$ cat src/design/wma_pkg.sv
`timescale 1ns / 1ps
// ----------------------------------------------------------------------------
// wma_pkg
// Shared constants and types of the windowed moving average.
// ----------------------------------------------------------------------------
package wma_pkg;

	localparam int SAMPLE_W   = 16;
	localparam int DEF_WINDOW = 64;

	typedef enum logic [1:0] {
		ST_IDLE,
		ST_UPD,
		ST_DIV
	} state_t;

endpackage

$ cat src/design/wma_ram.sv
`timescale 1ns / 1ps
// ----------------------------------------------------------------------------
// wma_ram
// Generic single-port-write, single-port-read RAM with registered read.
// ----------------------------------------------------------------------------
module wma_ram #(
	parameter int WIDTH = wma_pkg::SAMPLE_W,
	parameter int DEPTH = wma_pkg::DEF_WINDOW
) (
	input  logic                     clk,
	input  logic                     we,
	input  logic [$clog2(DEPTH)-1:0] waddr,
	input  logic [WIDTH-1:0]         wdata,
	input  logic                     re,
	input  logic [$clog2(DEPTH)-1:0] raddr,
	output logic [WIDTH-1:0]         rdata
);

	logic [WIDTH-1:0] mem [DEPTH];

	always_ff @(posedge clk) begin
		if (we) begin
			mem[waddr] <= wdata;
		end
		if (re) begin
			rdata <= mem[raddr];
		end
	end

endmodule

$ cat src/design/wma_div.sv
`timescale 1ns / 1ps
// ----------------------------------------------------------------------------
// wma_div
// Restoring bit-serial divider, one quotient bit per cycle.
// ----------------------------------------------------------------------------
module wma_div #(
	parameter int SUM_W = 22,
	parameter int CNT_W = 7
) (
	input  logic                          clk,
	input  logic                          arst_n,
	input  logic                          start,
	input  logic [SUM_W-1:0]              dividend,
	input  logic [CNT_W-1:0]              divisor,
	output logic                          busy,
	output logic [wma_pkg::SAMPLE_W-1:0]  quotient
);

	localparam int STEP_W = $clog2(SUM_W + 1);

	logic             busy_q;
	logic [STEP_W-1:0] step_q;
	logic [SUM_W-1:0]  num_q;
	logic [CNT_W-1:0]  den_q;
	logic [CNT_W-1:0]  rem_q;
	logic [CNT_W:0]    trial;
	logic              ge;

	// Shift the next dividend bit into the partial remainder and try a subtract.
	assign trial = {rem_q, num_q[SUM_W-1]};
	assign ge    = (trial >= {1'b0, den_q});

	always_ff @(posedge clk or negedge arst_n) begin
		if (!arst_n) begin
			busy_q <= 1'b0;
			step_q <= '0;
		end else if (start) begin
			busy_q <= 1'b1;
			step_q <= STEP_W'(SUM_W);
		end else if (busy_q) begin
			step_q <= step_q - STEP_W'(1);
			busy_q <= (step_q != STEP_W'(1));
		end
	end

	always_ff @(posedge clk) begin
		if (start) begin
			num_q <= dividend;
			den_q <= divisor;
			rem_q <= '0;
		end else if (busy_q) begin
			num_q <= {num_q[SUM_W-2:0], ge};
			rem_q <= ge ? CNT_W'(trial - {1'b0, den_q}) : trial[CNT_W-1:0];
		end
	end

	assign busy     = busy_q;
	// The average never exceeds the largest sample, so the low bits carry it all.
	assign quotient = num_q[wma_pkg::SAMPLE_W-1:0];

endmodule

$ cat src/design/windowed_moving_average.sv
`timescale 1ns / 1ps
// An accepted sample goes through the UPD state, the serial divider and the output register
// before its result shows on the master side. No new sample is taken until the result of
//   the last one is loaded; the divider takes one quotient bit per cycle over the SUM_W-bit sum.
// Reset: arst_n clears the running sum, write index, fill count, FSM and output valid.
//   The sample store needs no clearing pass: while the fill count is below WINDOW the
//   replaced entry was never written and counts as zero.
// ----------------------------------------------------------------------------
// windowed_moving_average
// Moving average over the last WINDOW 16-bit samples, kept in a ring RAM.
// ----------------------------------------------------------------------------
module windowed_moving_average #(
	parameter int WINDOW = wma_pkg::DEF_WINDOW
) (
	input  logic        clk,
	input  logic        arst_n,
	// Sample stream
	input  logic        s_axis_tvalid,
	output logic        s_axis_tready,
	input  logic [15:0] s_axis_tdata,   // [15:0] sample
	// Result stream
	output logic        m_axis_tvalid,
	input  logic        m_axis_tready,
	output logic [15:0] m_axis_tdata,   // [15:0] average
	output logic [0:0]  m_axis_tuser    // [0] window_full
);

	localparam int SW    = wma_pkg::SAMPLE_W;
	localparam int IDX_W = $clog2(WINDOW);
	localparam int CNT_W = $clog2(WINDOW + 1);
	localparam int SUM_W = SW + $clog2(WINDOW);

	wma_pkg::state_t state_q, state_d;

	// Architectural state
	logic [SUM_W-1:0] sum_q;
	logic [IDX_W-1:0] idx_q;
	logic [CNT_W-1:0] cnt_q;
	logic [SW-1:0]    sample_q;

	// Output register
	logic             out_valid_q;
	logic [SW-1:0]    avg_q;
	logic             full_q;

	// Datapath
	logic             in_xfer;
	logic             out_free;
	logic             full_now;
	logic [SW-1:0]    old_sample;
	logic [SW-1:0]    ram_rdata;
	logic [SUM_W-1:0] sum_next;
	logic [IDX_W-1:0] idx_next;
	logic [CNT_W-1:0] cnt_next;
	logic             upd;
	logic             load_out;
	logic             div_busy;
	logic [SW-1:0]    div_quot;

	assign in_xfer  = s_axis_tvalid && s_axis_tready;
	assign out_free = !out_valid_q || m_axis_tready;
	assign full_now = (cnt_q == CNT_W'(WINDOW));

	// Until the ring has wrapped once the replaced entry was never written and is taken as zero.
	assign old_sample = full_now ? ram_rdata : '0;
	assign sum_next   = sum_q - SUM_W'(old_sample) + SUM_W'(sample_q);
	assign idx_next   = (idx_q == IDX_W'(WINDOW - 1)) ? '0 : idx_q + IDX_W'(1);
	assign cnt_next   = full_now ? cnt_q : cnt_q + CNT_W'(1);

	// Ring store: read the oldest entry on the transfer, write the new sample
	// back to the same entry in the cycle after. Only one sample is in flight, so
	// no read can overlap a pending write.
	wma_ram #(
		.WIDTH (SW),
		.DEPTH (WINDOW)
	) u_ring (
		.clk   (clk),
		.we    (upd),
		.waddr (idx_q),
		.wdata (sample_q),
		.re    (in_xfer),
		.raddr (idx_q),
		.rdata (ram_rdata)
	);

	// Sum divided by the updated fill count, truncated.
	wma_div #(
		.SUM_W (SUM_W),
		.CNT_W (CNT_W)
	) u_div (
		.clk      (clk),
		.arst_n   (arst_n),
		.start    (upd),
		.dividend (sum_next),
		.divisor  (cnt_next),
		.busy     (div_busy),
		.quotient (div_quot)
	);

	always_ff @(posedge clk or negedge arst_n) begin
		if (!arst_n) begin
			state_q <= wma_pkg::ST_IDLE;
		end else begin
			state_q <= state_d;
		end
	end

	always_comb begin
		state_d       = state_q;
		s_axis_tready = 1'b0;
		upd           = 1'b0;
		load_out      = 1'b0;
		unique case (state_q)
			wma_pkg::ST_IDLE: begin
				s_axis_tready = 1'b1;
				if (s_axis_tvalid) begin
					state_d = wma_pkg::ST_UPD;
				end
			end
			wma_pkg::ST_UPD: begin
				// RAM data is valid now: fold it into the sum and store the sample.
				upd     = 1'b1;
				state_d = wma_pkg::ST_DIV;
			end
			wma_pkg::ST_DIV: begin
				// Hold the quotient until the output register can take it.
				if (!div_busy && out_free) begin
					load_out = 1'b1;
					state_d  = wma_pkg::ST_IDLE;
				end
			end
			default: begin
				state_d = wma_pkg::ST_IDLE;
			end
		endcase
	end

	always_ff @(posedge clk or negedge arst_n) begin
		if (!arst_n) begin
			sum_q <= '0;
			idx_q <= '0;
			cnt_q <= '0;
		end else if (upd) begin
			sum_q <= sum_next;
			idx_q <= idx_next;
			cnt_q <= cnt_next;
		end
	end

	always_ff @(posedge clk) begin
		if (in_xfer) begin
			sample_q <= s_axis_tdata;
		end
	end

	always_ff @(posedge clk or negedge arst_n) begin
		if (!arst_n) begin
			out_valid_q <= 1'b0;
		end else if (load_out) begin
			out_valid_q <= 1'b1;
		end else if (m_axis_tready) begin
			out_valid_q <= 1'b0;
		end
	end

	always_ff @(posedge clk) begin
		if (load_out) begin
			avg_q  <= div_quot;
			full_q <= full_now;
		end
	end

	assign m_axis_tvalid   = out_valid_q;
	assign m_axis_tdata    = avg_q;
	assign m_axis_tuser[0] = full_q;

endmodule

$ cat config.mk
export PLATFORM = sky130hd
export DESIGN_NAME = windowed_moving_average
export DESIGN_NICKNAME = d
export VERILOG_FILES = /design/src/design/wma_pkg.sv /design/src/design/wma_ram.sv /design/src/design/wma_div.sv /design/src/design/windowed_moving_average.sv
export SDC_FILE = /design/constraint.sdc
export NUM_CORES = 1
export LEC_CHECK = 0
export BUFFER_PORTS_ARGS = -buffer_cell sky130_fd_sc_hd__buf_2
export CAP_MARGIN = 25
export CORE_UTILIZATION = 63
export DETAILED_ROUTE_END_ITERATION = 7
export PLACE_DENSITY = 0.79
export SYNTH_ARGS = -nofsm -noshare
export SYNTH_HDL_FRONTEND = slang
export SYNTH_SLANG_ARGS = --single-unit
$ cat constraint.sdc
create_clock -name clk -period 4.8 [get_ports clk]
set_input_delay 0.72 -clock clk [delete_from_list [all_inputs] [get_ports clk]]
set_output_delay 0.72 -clock clk [all_outputs]
set_load 0.05 [all_outputs]
==> results of run 1 <==
[per-stage QoR]
| step | power, mW | hold WS [ns] |
|---|---|---|
| after floorplan | 19.40 | 0.4222 |
| after global placement | 22.57 | 0.4348 |
| after detailed placement | 22.85 | 0.4342 |
| after CTS | 31.36 | 0.1623 |
| after global routing | 32.62 | 0.1886 |
| final | 31.69 | 0.1508 |
[cell usage in the layout, fill, tap and decap left out, types with 17 or more instances in the layout]
cell type  netlist  final
clkinv_2         0     18
o22ai_1         55     55
ha_1            34     34
a21oi_1        139    139
o21ai_0         88     88
a221oi_1        46     46
nor2_1         196    193
a22o_1          35     35
mux2i_1        135    135
nand2_1        116    116
mux2_2          82     82
and2_1          22     22
a22oi_1         88     88
inv_1           95     94
clkbuf_16        0    113
fa_1            17     17
buf_2           46     38
xnor2_1         18     18
clkbuf_1        56     23
edfxtp_1      1102   1102
clkinv_1         0     29
buf_4           27    145
mux4_2          86     86
dfrtp_1         44     41
[how the worst max path moves through the flow]
stage                  start         endpoint  cells past startpoint
global route        cnt_q[0]  u_div.num_q[12]                     16
CTS                 cnt_q[0]  u_div.num_q[19]                     16
global placement    cnt_q[0]  u_div.num_q[19]                     16
finish              cnt_q[0]  u_div.num_q[19]                     16
floorplan           cnt_q[0]  u_div.num_q[19]                     16
detailed placement  cnt_q[0]  u_div.num_q[19]                     16
[power groups by stage]
stage	Sequential (mW)	Combinational (mW)	Clock [mW]
after CTS	12.6	10.2	8.61
after detailed placement	12.8	10.1	0
after floorplan	12.6	6.75	0
final	12.6	10.5	8.57
after global placement	12.7	9.83	0
after global routing	12.6	11.0	8.99
[registers in the layout (all words and copies together) (netlist names)]
signal         cells
m_axis_tvalid      1
sum_q             22
sample_q          16
cnt_q              7
u_div.den_q        7
u_div.busy         1
m_axis_tuser       1
idx_q              6
u_div.step_q       5
u_div.num_q       22
state_q            2
u_ring.rdata      16
m_axis_tdata      16
u_ring.mem      1024
u_div.rem_q        7
[worst max-delay path, stage by stage, from the launching register on]
cell and delay, ns:
dfrtp_1 0.43, inv_1 0.11, ha_1 0.16, nand4bb_1 0.11, nor3_2 0.12, buf_4 0.28, and2_1 0.19, fa_1 0.40
inv_1 0.08, ha_1 0.27, and2_1 0.19, a221o_1 0.36, o21a_1 0.23, a221o_1 0.38, nand2_1 0.16, mux2i_1 0.11
a211o_1 0.28
[logic make-up (layout without fill, tap and decap cells)]
kind of cell / after synthesis / after routing / share of synthesized area, %
XOR/XNOR: 31 / 31 / 0.5815
buffers and inverters: 256 / 496 / 2.816
AO/OA/AOI/OAI: 563 / 563 / 8.092
flip-flops: 1153 / 1153 / 73.53
AND/OR/NAND/NOR: 437 / 437 / 4.204
multiplexers: 307 / 307 / 9.140
adder cells (fa/ha/maj): 51 / 51 / 1.640
[layout make-up]
cell class | count | share of cell area, %
clock inverter | 67 | 1.236
inverter | 95 | 0.6840
multi-input combinational | 1389 | 21.29
sequential | 1153 | 65.88
timing repair buffer | 197 | 3.000
tap | 959 | 2.302
clock buffer | 137 | 5.616
[metal layers]
metal  vias up  GRT usage, %  share of wire [%]
li1      11290             -                  -
met1     13640         43.04                 35
met2      2079         50.72                 47
met3       436         9.116                 13
met4         4         17.79                5.7
met5         -             0              0.021
==> results.cfg, run 1 <==
[drt]
drtIter0Drc = 4577
route.antenna.remaining_nets = 0
dr_total_vias = 27450
routed_via_density = 6.868
dr.pass1.iters = 8
drc = 6
wire_per_inst_um = 30.79
drt_wl_total_mm = 123.1

[worst_setup_path]
regToRegEndpoint = u_div.num_q[19]
end_kind = flop
r2r_cells = 16
cp.required_ns = 5.22
reg2reg_slack_ns = 0.68
critPathLaunchType = flop
cp.arrival_ns = 4.54
timing.rr.start = cnt_q[0]
cp_max_fo = 22
path_class = flop to flop

[cells_and_area]
regArea_mm2 = 0.03434
drive_gt1_share_pct = 18.04
fin_nets = 3018
finish.utilization_pct = 71.21
areaGrowthSynthToFinish_pct = 11.65
design_area_mm2 = 0.05213
fillers = 4349
diodes = 0
multi_input_area_mm2 = 0.01110
stdcell_count = 3997

[clock_network]
clkLatencyLatePin_ns = 0.71
htreeDepth = 3
postCtsSetupBuffers = 0
cts.repair.resized = 0
numClockSinks = 1153
numCtsBuffers = 111
cts_root_buf = clkbuf_16
hold_buffers = 0
cts_buffer_depth = 3
cts_tree = built
clk_pin_slew_ns = 0.06

[timing]
finalSetupViolations = 0
min_period_ns = 4.121
tns_ns = 0
grt_setup_unrepaired = false
fmax_mhz = 242.7
max_slew.worst_pin.slew_ns = 1.182
maxSlewViolCount = 0
fin_ws_ns = 0.6793
hold_viol = 0
relSlewSlack_pct = 20.94
skew_ns = 0.04631
min_period_over_period_pct = 85.85

[die]
die_h_um = 274.2
io_pins = 39
start_util_pct = 63.79
coreArea_mm2 = 0.07321
core.rowCount = 99
fp.dieW_um = 274.2
dieArea_mm2 = 0.07521

[power]
internal_power_mw = 20.56
pwr-share-comb_pct = 33.3
p_leak_nw = 17.74
netSwitchingFraction_pct = 35.11
ir_worst_vdd_uv = 383.3
p_per_area_mw_per_mm2 = 607.8
pwr-share-seq_pct = 39.7
power.switching_mw = 11.13
clkPwrFrac_pct = 27.0

[logic_synthesis]
syn_area_mm2 = 0.04669
synth.most_common_cell = edfxtp_1
netlist_top_cells_count = edfxtp_1 (1102), nor2_1 (196), a21oi_1 (139)
synth_cells = 2798
synth_area_leaders = edfxtp_1 (71%), mux4_2 (4.1%), mux2i_1 (2.9%)
synth-main-ff-cell = edfxtp_1
synth_edf_count = 1102
ys_seq_elements = 1153
synthDominantCellAreaShare_pct = 70.87
ys_seq_area_share_pct = 73.53
syn_area_per_cell_um2 = 16.69
synthDistinctLibCells = 72
yosysTopAreaCell = edfxtp_1
async_reset_ff_share_pct = 3.816
yosys_warnings = 0
syn_nets = 2869

[job]
max-cap-violations = 0

[global_route]
grt_first_pass_wirelength_mm = 177.2
antenna_found_initial = 4
grt_use_total_pct = 32.95
grt_max_degree = 69
grt_pass1_vias = 27230
overflow = 0

[placement]
io_buffers = 38
gp_congestion = 0.9866
dp_slack_ns = 0.7368
dp_hpwl_mm = 71.68
place_inst = 3790
dpl-instance-area_mm2 = 0.04850

[status]
violations = design-rule violations
status = complete, but fails checks

[hold_path]
worstHoldPathType = input pin to async pin
(Power assumes the default switching activity.)
==> run 2: changes to the inputs <==
--- a/config.mk
+++ b/config.mk
@@ -7,9 +7,9 @@
 export LEC_CHECK = 0
 export BUFFER_PORTS_ARGS = -buffer_cell sky130_fd_sc_hd__buf_2
 export CAP_MARGIN = 25
-export CORE_UTILIZATION = 63
+export CORE_UTILIZATION = 56
 export DETAILED_ROUTE_END_ITERATION = 7
-export PLACE_DENSITY = 0.79
+export PLACE_DENSITY = 0.72
 export SYNTH_ARGS = -nofsm -noshare
 export SYNTH_HDL_FRONTEND = slang
 export SYNTH_SLANG_ARGS = --single-unit
==> run 2 against run 1 <==
- the run still ends with design-rule violations left
- register-to-register slack better by 0.07 ns
- sequential cell count unchanged
- global-route usage shrank 4.3 points
- setup slack gained 0.065 ns
- routed wire length shrank 1.2%
- utilization down 7.7 points
- via count fell by 2.5%
- combinational power about the same
- total power decreased by 0.85%
- largest cell class unchanged
- cell count up 3.0%
- sequential share of layout area decreased by 0.15 points
==> results.cfg, run 2 (synthesized netlist as in run 1, its figures left out) <==
[power]
p_leak_nw = 17.74
p_total_mw = 31.42
pwr-share-seq_pct = 40.2
internal_power_mw = 20.50
pwr-share-comb_pct = 32.7
p_per_area_mw_per_mm2 = 601.3
power.switching_mw = 10.92
netSwitchingFraction_pct = 34.75
ir_worst_vdd_uv = 402.0
clkPwrFrac_pct = 27.0

[die]
io_pins = 39
core.rowCount = 105
coreArea_mm2 = 0.08224
dieArea_mm2 = 0.08454
die_h_um = 290.8
fp.dieW_um = 290.8
start_util_pct = 56.78

[worst_setup_path]
cp.arrival_ns = 4.48
reg2reg_slack_ns = 0.74
end_kind = flop
cp_max_fo = 22
cp.required_ns = 5.23
r2r_cells = 16
regToRegEndpoint = u_div.num_q[19]
path_class = flop to flop
timing.rr.start = cnt_q[0]
critPathLaunchType = flop

[drt]
routed_via_density = 6.502
wire_per_inst_um = 29.55
drc = 2
drt_wl_total_mm = 121.6
route.antenna.remaining_nets = 0
dr.pass1.iters = 8
drtIter0Drc = 3638
dr_total_vias = 26760

[clock_network]
cts_tree = built
numClockSinks = 1153
hold_buffers = 0
cts.repair.resized = 0
numCtsBuffers = 111
htreeDepth = 3
clk_pin_slew_ns = 0.06
cts_buffer_depth = 3
cts_root_buf = clkbuf_16
postCtsSetupBuffers = 0
clkLatencyLatePin_ns = 0.70

[timing]
skew_ns = 0.05402
grt_setup_unrepaired = false
tns_ns = 0
fin_ws_ns = 0.7446
finalSetupViolations = 0
max_slew.worst_pin.slew_ns = 1.049
min_period_over_period_pct = 84.49
min_period_ns = 4.055
holdWs_ns = 0.05605
maxSlewViolCount = 0
fmax_mhz = 246.6
hold_viol = 0
relSlewSlack_pct = 29.92

[global_route]
grt_max_degree = 69
antenna_found_initial = 2
grt_first_pass_wirelength_mm = 175.9
overflow = 0
grt_use_total_pct = 28.67
grt_pass1_vias = 26240

[status]
status = complete, but fails checks
violations = design-rule violations

[cells_and_area]
largest_reg_flops = 1024
stdcell_count = 4116
design_area_mm2 = 0.05225
fin_nets = 3024
mostFrequentLayoutCells = edfxtp_1 (1102), nor2_1 (193), buf_4 (156)
finish.utilization_pct = 63.54
drive_gt1_share_pct = 18.46
top_regs = u_ring.mem x1024, sum_q x22, u_div.num_q x22
top_register = u_ring.mem
final_common_cell = edfxtp_1
areaGrowthSynthToFinish_pct = 11.90

[placement]
dp_hpwl_mm = 71.96
place_inst = 3909
dpl-instance-area_mm2 = 0.04865
gp_congestion = 0.9586
io_buffers = 38
dp_slack_ns = 0.7980

[hold_path]
worstHoldPathType = input pin to async pin

[job]
max-cap-violations = 0
## run 2: metal layers
metal / global-route usage, % / vias up / share of wire, % / wire, um
met5: 0 / - / 0.025 / 30
met4: 12.81 / 4 / 4.6 / 5557
met3: 5.759 / 303 / 10 / 12430
li1: - / 11310 / - / -
met2: 45.26 / 1568 / 47 / 57290
met1: 38.94 / 13580 / 38 / 46340
## run 2: worst max-delay path by stage
stage	from	end	slack, ns	cells after the start
4_1_cts	cnt_q[0]	u_div.num_q[20]	0.76	18
2_1_floorplan	cnt_q[0]	u_div.num_q[19]	0.93	16
3_3_place_gp	cnt_q[0]	u_div.num_q[19]	0.84	16
5_1_grt	cnt_q[0]	u_div.num_q[18]	0.43	18
6_report	cnt_q[0]	u_div.num_q[19]	0.74	16
3_5_place_dp	cnt_q[0]	u_div.num_q[20]	0.80	18
## run 2: final cells by class
| cell class | instances | area, um^2 |
|---|---|---|
| flip-flops and latches | 1153 | 34340 |
| fillers | 5639 | 29990 |
| multi-input cells | 1389 | 11100 |
| clock buffers | 140 | 2939 |
| repair buffers | 203 | 1539 |
| well taps | 1070 | 1339 |
| clock inverters | 65 | 629.4 |
| inverters | 95 | 356.6 |
| diodes | 1 | 2.502 |
## run 2: power groups by stage
| stage | registers [mW] | clock network [mW] | logic (mW) |
|---|---|---|---|
| 2_1_floorplan | 12.6 | 0 | 6.75 |
| 3_3_place_gp | 12.8 | 0 | 9.86 |
| 3_5_place_dp | 12.8 | 0 | 10.0 |
| 4_1_cts | 12.6 | 8.57 | 10.1 |
| 5_1_grt | 12.7 | 8.96 | 10.9 |
| 6_report | 12.6 | 8.50 | 10.3 |
## run 2: worst max-delay path, cell delays in order (launching register included)
cell	delay, ns
dfrtp_1	0.42
inv_1	0.11
ha_1	0.15
nand4bb_1	0.13
nor3_2	0.13
buf_4	0.28
and2_1	0.18
fa_1	0.41
inv_1	0.07
ha_1	0.26
and2_1	0.18
a221o_1	0.36
o21a_1	0.24
a221o_1	0.39
nand2_1	0.12
mux2i_1	0.10
a211o_1	0.27
